File: config.mk
export PLATFORM = sky130hd
export DESIGN_NAME = chromaticity_normalizer
export DESIGN_NICKNAME = d
export VERILOG_FILES = /design/src/cnorm_pkg.sv /design/src/cnorm_ctrl.sv /design/src/cnorm_lane.sv /design/src/cnorm_merge.sv /design/src/chromaticity_normalizer.sv
export SDC_FILE = /design/constraint.sdc
export NUM_CORES = 1
export LEC_CHECK = 0
export BUFFER_PORTS_ARGS = -buffer_cell sky130_fd_sc_hd__buf_4
export CORE_MARGIN = 1
export CORE_UTILIZATION = 50
export DETAILED_ROUTE_END_ITERATION = 6
export GPL_ROUTABILITY_DRIVEN = 0
export HOLD_SLACK_MARGIN = 0.05
export PLACE_DENSITY = 0.62
export SYNTH_ARGS = -nofsm -noshare
export SYNTH_HDL_FRONTEND = slang
export SYNTH_SLANG_ARGS = --single-unit
export TNS_END_PERCENT = 5
File: constraint.sdc
create_clock -name aclk -period 4.1 [get_ports aclk]
set_clock_uncertainty 0.15 [all_clocks]
set_input_delay 0.205 -clock aclk [delete_from_list [all_inputs] [get_ports aclk]]
set_output_delay 0.205 -clock aclk [all_outputs]
set_load 0.01 [all_outputs]
File: src/cnorm_pkg.sv
// ----------------------------------------------------------------------------
// cnorm_pkg
// Shared widths, types and the pipeline control bundle for the chromaticity
// normalizer.
// ----------------------------------------------------------------------------
`default_nettype none

package cnorm_pkg;

    // Channel and arithmetic widths.
    localparam int CHAN_W    = 8;
    localparam int NUM_LANES = 3;
    localparam int SUM_W     = 10;              // 3 * 255 = 765
    localparam int REM_W     = SUM_W;           // remainder stays below the divisor
    localparam int DIV_STEPS = CHAN_W;          // one quotient bit per stage
    localparam int OUT_STAGE = DIV_STEPS + 1;   // index of the output register
    localparam int DATA_W    = NUM_LANES * CHAN_W;

    // Lane order inside tdata, lowest bits first.
    localparam int LANE_BLUE  = 0;
    localparam int LANE_GREEN = 1;
    localparam int LANE_RED   = 2;

    typedef logic [CHAN_W-1:0] chan_t;
    typedef logic [SUM_W-1:0]  sum_t;
    typedef logic [REM_W-1:0]  rem_t;

    // Control bundle from the shared control pipeline to the lanes and the
    // merge stage: per-stage load enables, the divisor seen by each divide
    // step, and the black flag in the last divide stage.
    typedef struct packed {
        logic [OUT_STAGE:0]          adv;
        sum_t [DIV_STEPS-1:0]        divisor;
        logic                        black;
    } pipe_ctrl_t;

endpackage : cnorm_pkg

`default_nettype wire

File: src/cnorm_ctrl.sv
// ----------------------------------------------------------------------------
// cnorm_ctrl
// Valid and ready chain of the pipeline, plus the channel sum and black flag
// that travel alongside the lane data.
// ----------------------------------------------------------------------------
`default_nettype none

module cnorm_ctrl
    import cnorm_pkg::*;
(
    input  wire logic       aclk,
    input  wire logic       aresetn,
    input  wire logic       s_tvalid,
    input  wire chan_t      blue_in,
    input  wire chan_t      green_in,
    input  wire chan_t      red_in,
    input  wire logic       m_tready,
    output logic            s_tready,
    output logic            m_tvalid,
    output pipe_ctrl_t      ctrl
);

    logic [OUT_STAGE:0]   valid_reg;
    logic [OUT_STAGE:0]   valid_next;
    logic [OUT_STAGE:0]   adv;
    sum_t [DIV_STEPS-1:0] div_reg;
    logic [DIV_STEPS:0]   black_reg;
    sum_t                 sum;

    assign sum = {2'b00, blue_in} + {2'b00, green_in} + {2'b00, red_in};

    // A stage can load when it is empty or when the stage after it moves on.
    always_comb begin
        adv[OUT_STAGE] = !valid_reg[OUT_STAGE] || m_tready;
        for (int k = OUT_STAGE - 1; k >= 0; k--) begin
            adv[k] = !valid_reg[k] || adv[k+1];
        end
    end

    // Next valid bits: a loading stage takes the valid bit of the one before.
    always_comb begin
        valid_next[0] = adv[0] ? s_tvalid : valid_reg[0];
        for (int k = 1; k <= OUT_STAGE; k++) begin
            valid_next[k] = adv[k] ? valid_reg[k-1] : valid_reg[k];
        end
    end

    always_ff @(posedge aclk) begin
        if (!aresetn) begin
            valid_reg <= '0;
        end else begin
            valid_reg <= valid_next;
        end
    end

    // Divisor and black flag follow the item through the divide stages.
    always_ff @(posedge aclk) begin
        if (adv[0]) begin
            div_reg[0]   <= sum;
            black_reg[0] <= (sum == '0);
        end
        for (int k = 1; k < DIV_STEPS; k++) begin
            if (adv[k]) begin
                div_reg[k] <= div_reg[k-1];
            end
        end
        for (int k = 1; k <= DIV_STEPS; k++) begin
            if (adv[k]) begin
                black_reg[k] <= black_reg[k-1];
            end
        end
    end

    assign s_tready     = adv[0];
    assign m_tvalid     = valid_reg[OUT_STAGE];
    assign ctrl.adv     = adv;
    assign ctrl.divisor = div_reg;
    assign ctrl.black   = black_reg[DIV_STEPS];

endmodule : cnorm_ctrl

`default_nettype wire

File: src/cnorm_lane.sv
// ----------------------------------------------------------------------------
// cnorm_lane
// One channel lane: forms channel * 255 and divides it by the channel sum in
// a pipelined restoring divider, one quotient bit per stage.
// ----------------------------------------------------------------------------
`default_nettype none

module cnorm_lane
    import cnorm_pkg::*;
(
    input  wire logic       aclk,
    input  wire chan_t      chan_in,
    input  wire pipe_ctrl_t ctrl,
    output chan_t           quot
);

    localparam int PROD_W = 2 * CHAN_W;

    rem_t  rem_reg [DIV_STEPS+1];
    chan_t lq_reg  [DIV_STEPS+1];
    rem_t  rem_next [DIV_STEPS+1];
    chan_t lq_next  [DIV_STEPS+1];
    logic [PROD_W-1:0] prod;

    // channel * 255 as (channel << 8) - channel.
    assign prod = {chan_in, {CHAN_W{1'b0}}} - {{CHAN_W{1'b0}}, chan_in};

    // The quotient fits in eight bits, so the upper product byte already is
    // below the divisor and starts as the partial remainder. The lower byte
    // is shifted in one bit per step while quotient bits shift in behind it.
    always_comb begin
        logic [REM_W:0] shifted;
        logic [REM_W:0] diff;
        logic           ge;
        rem_next[0] = {{(REM_W-CHAN_W){1'b0}}, prod[PROD_W-1:CHAN_W]};
        lq_next[0]  = prod[CHAN_W-1:0];
        for (int k = 1; k <= DIV_STEPS; k++) begin
            shifted     = {rem_reg[k-1], lq_reg[k-1][CHAN_W-1]};
            diff        = shifted - {1'b0, ctrl.divisor[k-1]};
            ge          = (shifted >= {1'b0, ctrl.divisor[k-1]});
            rem_next[k] = ge ? diff[REM_W-1:0] : shifted[REM_W-1:0];
            lq_next[k]  = {lq_reg[k-1][CHAN_W-2:0], ge};
        end
    end

    always_ff @(posedge aclk) begin
        for (int k = 0; k <= DIV_STEPS; k++) begin
            if (ctrl.adv[k]) begin
                rem_reg[k] <= rem_next[k];
                lq_reg[k]  <= lq_next[k];
            end
        end
    end

    assign quot = lq_reg[DIV_STEPS];

endmodule : cnorm_lane

`default_nettype wire

File: src/cnorm_merge.sv
// ----------------------------------------------------------------------------
// cnorm_merge
// Output register: gathers the three lane quotients and the black flag into
// one result transfer, forcing the channels to zero for a black pixel.
// ----------------------------------------------------------------------------
`default_nettype none

module cnorm_merge
    import cnorm_pkg::*;
(
    input  wire logic                   aclk,
    input  wire chan_t [NUM_LANES-1:0]  quot,
    input  wire pipe_ctrl_t             ctrl,
    output logic [DATA_W-1:0]           m_tdata,
    output logic [0:0]                  m_tuser
);

    logic [DATA_W-1:0] data_reg;
    logic              black_reg;

    // Load the result when the output register is free or being drained.
    always_ff @(posedge aclk) begin
        if (ctrl.adv[OUT_STAGE]) begin
            black_reg <= ctrl.black;
            if (ctrl.black) begin
                data_reg <= '0;
            end else begin
                data_reg <= {quot[LANE_RED], quot[LANE_GREEN], quot[LANE_BLUE]};
            end
        end
    end

    assign m_tdata = data_reg;
    assign m_tuser = black_reg;

endmodule : cnorm_merge

`default_nettype wire

File: src/chromaticity_normalizer.sv
// ----------------------------------------------------------------------------
// chromaticity_normalizer
// Normalized RGB chromaticity: each channel becomes floor(channel*255/sum).
// ----------------------------------------------------------------------------
// Usage:
//   The slave channel takes one pixel per transfer: blue, green and red bytes
//   in s_tdata. The master channel returns one result per pixel, in order:
//   the three normalized bytes in m_tdata and the black-pixel flag in m_tuser.
//   A pixel whose channel sum is zero returns all-zero bytes with the flag set.
//   Three lanes, one per channel, each divide channel*255 by the shared sum in
//   an eight-stage pipelined restoring divider, one quotient bit per stage;
//   a merge stage then registers the combined result.
//   Throughput is one pixel per cycle while the receiver keeps m_tready high.
//   The pipeline has ten stages: the operand stage, the eight divide stages
//   and the output register.
//   When the receiver stalls, each stage holds its item and empty stages
//   still fill, so s_tready drops only once all ten stages are occupied.
//   A synchronous active-low reset clears the valid bits, so it empties the
//   pipeline: pixels inside are dropped, none is invented; data is not reset.
// ----------------------------------------------------------------------------
`default_nettype none

module chromaticity_normalizer
    import cnorm_pkg::*;
(
    input  wire logic               aclk,
    input  wire logic               aresetn,
    // Slave channel.
    input  wire logic               s_tvalid,
    output logic                    s_tready,
    input  wire logic [DATA_W-1:0]  s_tdata,   // [7:0] blue_in, [15:8] green_in, [23:16] red_in
    // Master channel.
    output logic                    m_tvalid,
    input  wire logic               m_tready,
    output logic [DATA_W-1:0]       m_tdata,   // [7:0] blue_out, [15:8] green_out, [23:16] red_out
    output logic [0:0]              m_tuser    // [0] black_pixel
);

    pipe_ctrl_t            ctrl;
    chan_t [NUM_LANES-1:0] chan;
    chan_t [NUM_LANES-1:0] quot;

    assign chan = s_tdata;

    // Handshake chain, channel sum and black flag.
    cnorm_ctrl u_ctrl (
        .aclk     (aclk),
        .aresetn  (aresetn),
        .s_tvalid (s_tvalid),
        .blue_in  (chan[LANE_BLUE]),
        .green_in (chan[LANE_GREEN]),
        .red_in   (chan[LANE_RED]),
        .m_tready (m_tready),
        .s_tready (s_tready),
        .m_tvalid (m_tvalid),
        .ctrl     (ctrl)
    );

    // One divider lane per channel.
    for (genvar i = 0; i < NUM_LANES; i++) begin : g_lane
        cnorm_lane u_lane (
            .aclk    (aclk),
            .chan_in (chan[i]),
            .ctrl    (ctrl),
            .quot    (quot[i])
        );
    end

    // Result register.
    cnorm_merge u_merge (
        .aclk    (aclk),
        .quot    (quot),
        .ctrl    (ctrl),
        .m_tdata (m_tdata),
        .m_tuser (m_tuser)
    );

endmodule : chromaticity_normalizer

`default_nettype wire

==> results of run 1 <==
[cells in the final DEF, fill, tap and decap left out, types with 29 or more instances in the layout]
master           n
edfxtp_1       564
ha_1           256
inv_1          186
nand2_1        143
xnor2_1        126
nor2_1         120
nor2b_1        103
o21ai_0         97
a21oi_1         91
buf_4           73
clkbuf_16       62
mux2_2          60
a21o_1          49
mux2i_1         46
nand3_1         44
mux2_1          43
dlygate4sd3_1   41
nand2b_1        38
xor2_1          37
o21a_1          36
o211a_1         34
nand4_1         31
and2_1          29
[kinds of logic after synthesis]
group	Yosys count
AND/OR/NAND/NOR	587
flip-flops	574
AO/OA/AOI/OAI	476
adder cells (fa/ha/maj)	279
buffers and inverters	225
XOR/XNOR	163
multiplexers	163
[worst paths after layout]
path	slack, ns	depth (start not counted)	endpoint	startpoint
max reg2reg	0.56	8	g_lane[2].u_lane.rem_reg[0][67]	u_ctrl.ctrl[52]
max	0.56	8	g_lane[2].u_lane.rem_reg[0][67]	u_ctrl.ctrl[52]
min reg2reg	0.26	0	g_lane[0].u_lane.lq_reg[8][3]	g_lane[0].u_lane.lq_reg[7][2]
min	0.10	3	u_ctrl.valid_reg[8]	m_tready
[report_power, final]
part	leakage, nW	total (W)	switching (W)	internal (W)
Clock	1.05	0.00585	0.00229	0.00356
Sequential	6.01	0.0112	0.00129	0.00993
Combinational	7.56	0.0181	0.00948	0.00858
Total	14.6	0.0351	0.0131	0.0221
[worst register-to-register path, delay by kind of cell (launching register included)]
family,cells,cell delay (ns)
AOI/OAI and AO/OA,4,1.56
adders and majority gates,1,0.34
buffers and inverters,1,0.15
DFF,1,0.53
muxes,1,0.42
and+or+nand+nor,1,0.14
[metrics by stage]
stage / std cells / util / hold WS, ns
3_3_place_gp: 3347 / 0.5332 / 0.2514
2_1_floorplan: 2467 / - / 0.1539
6_report: 3502 / 0.5750 / 0.1004
5_1_grt: 3502 / 0.5750 / 0.1110
3_5_place_dp: 3347 / 0.5332 / 0.2545
4_1_cts: 3502 / 0.5750 / 0.06098
[what timing repair did]
action                                 CTS  global route
hold buffers                            41             0
setup endpoints to repair                0             0
endpoints found under the hold margin   68             0
buffers inserted                         0             0
gates resized for setup                  0             0
[per-layer routing]
layer  vias up  track usage  part of all wire  routed length [microns]
li1       9523            -                 -                        -
met1      9370       0.2380              0.39                    26920
met2       397       0.4101              0.53                    36720
met3       174      0.02776             0.031                     2156
met4         0       0.1176             0.055                     3810
met5         -            0                 0                        0
[cell type report]
cell class	instances	area share
Sequential cell	574	0.4794
Multi-Input combinational cell	1668	0.3810
Clock buffer	72	0.04586
Tap cell	837	0.02930
Timing Repair Buffer	118	0.02905
Inverter	191	0.02006
Clock inverter	42	0.01530
==> out/qor.yml, run 1 <==
diodes: 0
io_pins: 55
dieArea_sq_mm: 0.06444
synth_commonest_cells: "564 x edfxtp_1, 256 x ha_1, 189 x inv_1"
final_layout_size_suffix_gt1_frac: 0.1212
worst_pin_slew_ns: 1.053
slowest_stage: "a2111oi_4"
cp.required_ns: 4.32
synth_top_area_cell: "edfxtp_1"
clock_latency_ns: 0.62
critPathTopFamily: "compound AO/OA/AOI/OAI gates"
relSlewSlack: 0.2971
hold_path_class: "in -> reg"
worst-path-buf-inv: 1
rows: 91
synth_mux_area_frac: 0.05771
timing.fmax_ghz: 0.2829
clock_path_buffers: 3
cts_root_buffer: "clkbuf_16"
setup_slack_ns: 0.5650
synth-seq-area-share: 0.5403
min_period_ns: 3.535
overflow: 0
p_per_area_mw_per_mm2: 982.9
leakagePower_nw: 14.62
routed_wl_mm: 69.60
drt_iter0_drc: 1021
stdcell_area_sq_mm: 0.03574
placed_area_sq_mm: 0.03315
worstPathArrival_ns: 3.75
cap_violations: 0
syn_avg_cell_area_sq_um: 12.86
path_cells: "inv_1 -> ha_1 -> nor2b_4 -> o31ai_1 -> a31oi_1 -> o211a_1 -> a2111oi_4 -> mux2_2"
cts_tree: "built"
seqCellArea_sq_mm: 0.01714
cpPeakStageDelay_ns: 0.77
netlist_area_sq_mm: 0.03172
largest_reg_flops: 234
synth_cell_types: 64
synth_compound_area_frac: 0.1146
place_ws_ns: 0.5272
synth_most_common_cell: "edfxtp_1"
fillers: 5000
ys.flop_type: "edfxtp_1"
finalHoldViolCount: 0
slew_viol_final: 0
nets: 2921
ys_warn_count: 0
fin_crit_sh: 0.8622
synth_top_family_by_area: "adder cells"
synth_xor_area_frac: 0.04501
netlist_instances: 2467
core-area_sq_mm: 0.06217
synth_edf_count: 564
route.detailed.drc: 0
grt_max_degree: 67
setup_viol: 0
path_class: "reg -> reg"
post_drt_wl_per_cell_microns: 19.87
yosys.area_share.adder: 0.1155
die_w_microns: 253.9
start_util: 0.5102
drtAntennaViolNets: 0
synth_simple_gate_area_frac: 0.09574
grt_antenna_before_repair: 0
rsz0062_at_grt: "no"
areaGrowthSynthToFinish_pct: 12.69
synthesis.nets: 2774
vdd_drop_max_uv: 456.6
synth-seq-cells: 574
cts_sinks: 574
numCtsBuffers: 61
htree_num_levels: 2
total_power_w: 0.03513
status: "completed"
synth.top_cell.area_share: 0.5340
startpoint_type: "register"
synth_async_sr_flop_share: 0
io_buffers: 54
dr.pass1.iters: 5
dp_hpwl_mm: 54.11
finalSetupTns_ns: 0
critPathCaptureType: "register"
vias_per_cell: 5.558
grt_pass1_wl_mm: 107.6
die_h_microns: 253.9
cp_max_fo: 10
grt_usage: 0.2187
cts.clk_slew.worst_paths_ns: 0.06
grt_pass1_vias: 19923
multi_input_area_sq_mm: 0.01362
num_vias: 19464
ys_top_cells_by_area: "edfxtp_1 53%, ha_1 10%, xnor2_1 3.5%, inv_1 2.2%, mux2_2 2.1%"
No activity file was read; power rests on OpenSTA's default activity.
==> inputs of run 2 (changes only) <==
==> constraint.sdc (replaced) <==
create_clock -name aclk -period 3.3 [get_ports aclk]
set_clock_uncertainty 0.15 [all_clocks]
set_input_delay 0.165 -clock aclk [delete_from_list [all_inputs] [get_ports aclk]]
set_output_delay 0.165 -clock aclk [all_outputs]
set_load 0.01 [all_outputs]
==> run 2 against run 1 <==
Sequential cell count unchanged. Via count up 0.81%. Cell count up 0.74%. Worst setup slack worse by 0.48 ns. Clock power up 13%. Count of clock-buffer cells in the layout up 18. Critical path depth up 1. Critical path type unchanged. Critical endpoint is now g_lane[2].u_lane.rem_reg[0][56].
==> out/qor.yml, run 2 (same netlist as run 1, synthesis figures left out) <==
routed.top_layer: "met4"
final_cells: 3528
min_to: "g_lane[0].u_lane.lq_reg[0][0]"
dp_hpwl_mm: 54.22
finalHoldViolCount: 0
setup_slack_ns: 0.08201
grt_pass1_vias: 20156
min_period_ns: 3.218
cts_sinks: 574
grt_pass1_wl_mm: 108.4
nets: 2947
rsz0062_at_grt: "yes"
grt_usage: 0.2183
dr_wl_met2_mm: 36.57
stdcell_area_sq_mm: 0.03586
grt_max_degree: 67
diodes: 0
die_h_microns: 253.9
vias_per_cell: 5.562
drtAntennaViolNets: 0
routed_wl_mm: 69.51
cts.clk_slew.worst_paths_ns: 0.06
start_util: 0.5102
timing.fmax_ghz: 0.3108
cp_max_fo: 11
fin_crit_sh: 0.9751
finalSetupTns_ns: 0
cts_root_buffer: "clkbuf_16"
cts_tree: "built"
core-area_sq_mm: 0.06217
worst_pin_slew_ns: 1.203
met1_length_mm: 26.67
final_layout_size_suffix_gt1_frac: 0.1234
clock_path_buffers: 3
hold_start: "s_tdata[0]"
cp.required_ns: 3.51
p_per_area_mw_per_mm2: 1210
relSlewSlack: 0.1978
final_common_cell: "edfxtp_1"
final_cell_mix: "564 x edfxtp_1, 256 x ha_1, 185 x inv_1"
largest_reg_flops: 234
rrSetupSlack_ns: 0.08
io_buffers: 54
drt_iter0_drc: 951
areaGrowthSynthToFinish_pct: 13.07
startpoint_type: "register"
dp_cells: 3368
critPathCaptureType: "register"
vdd_drop_max_uv: 627.8
placed_area_sq_mm: 0.03340
post_drt_wl_per_cell_microns: 19.70
cap_violations: 0
leakagePower_nw: 14.67
route.detailed.drc: 0
grt_antenna_before_repair: 1
numCtsBuffers: 60
dr_wl_met3_mm: 2.239
place_ws_ns: 0.07595
clock_latency_ns: 0.64
status: "completed"
r2r_end: "g_lane[2].u_lane.rem_reg[0][56]"
worstPathArrival_ns: 3.42
htree_num_levels: 2
r2r_cells: 9
io_pins: 55
dr.pass1.iters: 5
dieArea_sq_mm: 0.06444
slew_viol_final: 0
hold_path_class: "in -> reg"
rows: 91
setup_viol: 0
r2r_start: "u_ctrl.ctrl[42]"
whs_path_depth: 2
num_vias: 19621
path_class: "reg -> reg"
die_w_microns: 253.9
overflow: 0
[run 2: changes by cell type in the layout (fill, tap and decap cells not counted), sizes merged]
| cell | before | now |
|---|---|---|
| buf | 77 | 98 |
| clkbuf | 72 | 90 |
| bufinv | 11 | 3 |
| clkinv | 21 | 14 |
| dlygate4sd3 | 41 | 47 |
| clkinvlp | 7 | 3 |
[run 2: worst max-delay path, cell delays in order, from the launching register on]
cell and delay (ns):
edfxtp_1 0.40, inv_1 0.21, ha_1 0.29, nor2b_1 0.16, o31ai_2 0.33, a31oi_1 0.22, o211a_1 0.29, a2111oi_4 0.38
buf_12 0.19, mux2_2 0.34
[run 2: repair_timing]
| item | 4_1_cts | 5_1_grt |
|---|---|---|
| buffers inserted | 0 | 0 |
| hold endpoints to repair | 68 | 0 |
| setup endpoints to repair | 1 | 24 |
| hold buffers | 47 | 0 |
| gates resized for setup | 1 | 6 |
[run 2: how the worst max path moves through the flow]
stage                                   start                               to  depth (start not counted)
after floorplan           u_ctrl.valid_reg[9]    g_lane[0].u_lane.lq_reg[1][0]                          6
after global placement        u_ctrl.ctrl[27]  g_lane[1].u_lane.rem_reg[0][32]                          9
after detailed placement      u_ctrl.ctrl[27]  g_lane[1].u_lane.rem_reg[0][33]                          9
after CTS                     u_ctrl.ctrl[62]  g_lane[2].u_lane.rem_reg[0][78]                          9
after global routing      u_ctrl.valid_reg[9]                         s_tready                          6
final                         u_ctrl.ctrl[42]  g_lane[2].u_lane.rem_reg[0][56]                          9
[run 2: final cells by class]
| cell class | count | area, sq um |
|---|---|---|
| clock inverters | 23 | 259.0 |
| repair buffers | 145 | 1360 |
| fillers | 4970 | 26300 |
| multi-input cells | 1668 | 13650 |
| well taps | 837 | 1047 |
| clock buffers | 90 | 1694 |
| flip-flops and latches | 574 | 17140 |
| inverters | 191 | 716.9 |
[run 2: metrics by stage]
stage	hold slack [ns]	util	power, W
floorplan	0.1139	-	0.03119
global placement	0.2439	0.5373	0.03596
detailed placement	0.2500	0.5373	0.03669
CTS	0.1463	0.5764	0.04354
global route	0.1744	0.5769	0.04643
finish	0.1891	0.5769	0.04339
[run 2: layer usage]
layer	vias up	track usage
li1	9549	-
met1	9419	0.2399
met2	466	0.4091
met3	187	0.02346
met4	0	0.1191
met5	-	0
[run 2: power breakdown]
part,internal (W),leakage [nW],switching [W]
combinational,0.0109,7.72,0.0120
sequential,0.0123,6.01,0.00157
clock,0.00381,0.943,0.00279
total,0.0271,14.7,0.0163
==> inputs of run 3 (changes only) <==
==> constraint.sdc (replaced) <==
create_clock -name aclk -period 3.3 [get_ports aclk]
set_clock_uncertainty 0.15 [all_clocks]
set_input_delay 0 -clock aclk [delete_from_list [all_inputs] [get_ports aclk]]
set_output_delay 0 -clock aclk [all_outputs]
set_load 0.01 [all_outputs]
==> run 3 against run 2 <==
Non-clock buffer count down 4. Combinational power about the same. Wire length up 0.67%. Cell count about the same. Core utilization about the same. Hold slack worse by 0.088 ns. Sequential cell count unchanged. Critical endpoint is now g_lane[0].u_lane.rem_reg[0][49].
==> out/qor.yml, run 3 (same netlist as run 1, synthesis figures left out) <==
status: "completed"
final_common_cell: "edfxtp_1"
use_met2: 0.4081
critPathTopFamily: "compound AO/OA/AOI/OAI gates"
r2r_cells: 9
rows: 91
setup_slack_ns: 0.1177
cts.clk_slew.worst_paths_ns: 0.06
core-area_sq_mm: 0.06217
numCtsBuffers: 61
place_ws_ns: 0.1252
worst_pin_slew_ns: 1.218
diodes: 0
slew_viol_final: 0
start_util: 0.5102
startpoint_type: "register"
cts_root_buffer: "clkbuf_16"
fillers: 4926
routed_wl_mm: 69.97
hold_start: "s_tdata[0]"
grt_pass1_wl_mm: 107.7
htree_num_levels: 2
cpPeakStageDelay_ns: 0.42
io_buffers: 54
vdd_drop_max_uv: 541.1
dr.pass1.iters: 5
path_cells: "inv_1 -> ha_1 -> a21oi_4 -> nand2_1 -> o211a_1 -> o211a_1 -> a2111oi_4 -> buf_4 -> mux2_2"
leakagePower_nw: 14.70
path_class: "reg -> reg"
num_vias: 19595
clock_latency_ns: 0.63
power.share.sequential: 0.319
power_frac_comb: 0.522
route.detailed.drc: 0
multi_input_area_sq_mm: 0.01363
whs_path_depth: 3
rrSetupSlack_ns: 0.12
areaGrowthSynthToFinish_pct: 13.15
r2r_start: "u_ctrl.ctrl[37]"
hold_path_class: "in -> reg"
hold_ws_ns: 0.1011
min_to: "g_lane[0].u_lane.rem_reg[0][0]"
grt_pass1_vias: 19870
grt_antenna_before_repair: 0
die_w_microns: 253.9
cp_max_fo: 11
fin_crit_sh: 0.9643
rsz0062_at_grt: "no"
slowest_stage: "edfxtp_1"
timing.fmax_ghz: 0.3142
final_layout_size_suffix_gt1_frac: 0.1212
seqCellArea_sq_mm: 0.01714
cts_tree: "built"
switching_power_w: 0.01641
p_int_w: 0.02727
clock_path_buffers: 3
setup_viol: 0
vias_per_cell: 5.557
grt.busiest_layer: "met2"
critPathCaptureType: "register"
die_h_microns: 253.9
drt_iter0_drc: 898
relSlewSlack: 0.1882
p_per_area_mw_per_mm2: 1217
cp_common_cell: "o211a_1"
grt_usage: 0.2181
grt_use_met3: 0.02530
cp.required_ns: 3.52
worst-path-buf-inv: 2
dp_hpwl_mm: 54.19
grt_max_degree: 67
drtAntennaViolNets: 0
io_pins: 55
nets: 2944
worstPathArrival_ns: 3.40
dieArea_sq_mm: 0.06444
pwr-share-clk: 0.160
cts_sinks: 574
min_period_ns: 3.182
post_drt_wl_per_cell_microns: 19.84
overflow: 0
r2r_end: "g_lane[0].u_lane.rem_reg[0][49]"
finalHoldViolCount: 0
swShare: 0.3757
final_cell_mix: "564 x edfxtp_1, 256 x ha_1, 186 x inv_1"
largest_reg_flops: 234
use_met1: 0.2388
cap_violations: 0
## run 3: cell types whose count changed in the layout (fill, tap and decap cells not counted), moves of 3 or more
cell / before / now
clkbuf_1: 22 / 12
clkinv_1: 4 / 12
buf_12: 12 / 8
clkbuf_8: 8 / 0
buf_4: 85 / 82
bufinv_16: 3 / 9
clkinv_2: 7 / 11
dlygate4sd3_1: 47 / 50
## run 3: power by group through the flow
stage | Clock [W] | Combinational (W) | Sequential, W
3_3_place_gp | 0 | 0.0218 | 0.0141
4_1_cts | 0.00713 | 0.0227 | 0.0139
5_1_grt | 0.00740 | 0.0251 | 0.0142
3_5_place_dp | 0 | 0.0225 | 0.0141
6_report | 0.00697 | 0.0228 | 0.0139
2_1_floorplan | 0 | 0.0179 | 0.0133
## run 3: worst max path at each step
stage | start | end | cells after the start
6_report | u_ctrl.ctrl[37] | g_lane[0].u_lane.rem_reg[0][49] | 9
5_1_grt | u_ctrl.ctrl[37] | g_lane[0].u_lane.rem_reg[0][49] | 9
4_1_cts | u_ctrl.ctrl[42] | g_lane[1].u_lane.rem_reg[0][52] | 9
3_5_place_dp | s_tdata[8] | u_ctrl.black_reg[0] | 14
3_3_place_gp | s_tdata[8] | u_ctrl.black_reg[0] | 14
2_1_floorplan | u_ctrl.valid_reg[9] | g_lane[0].u_lane.lq_reg[1][0] | 6
## run 3: metrics by stage
step	cell area, sq um	total power, W	utilization	setup TNS, ns	cells
floorplan	31720	0.03119	-	-1.789	2467
global placement	33300	0.03582	0.5357	0	3361
finish	35890	0.04368	0.5773	0	3526
global route	35890	0.04670	0.5773	0	3526
detailed placement	33300	0.03655	0.5357	0	3361
CTS	35880	0.04380	0.5771	0	3526
## run 3: cell type report
class                   instances  share of cell area
flip-flops and latches        574              0.4775
inverters                     191             0.01998
repair buffers                141             0.03588
multi-input cells            1668              0.3797
clock buffers                  73             0.04379
well taps                     837             0.02918
clock inverters                42             0.01398
## run 3: worst min-delay path: cells and delay by family
family,cells,cell delay [ns]
xor+xnor,1,0.11
buf+inv,2,0.67
## run 3: what timing repair did
action                                  CTS  global route
hold buffers                             50             0
endpoints found under the hold margin    69             0
gates resized for setup                   0             2
endpoints found under the setup margin    0             8
buffers inserted                          0             0
## run 3: routing by layer
| layer | up-vias | wire length, microns |
|---|---|---|
| met5 | - | 0 |
| met4 | 0 | 3972 |
| met3 | 164 | 1954 |
| met2 | 423 | 37100 |
| met1 | 9464 | 26940 |
| li1 | 9544 | - |
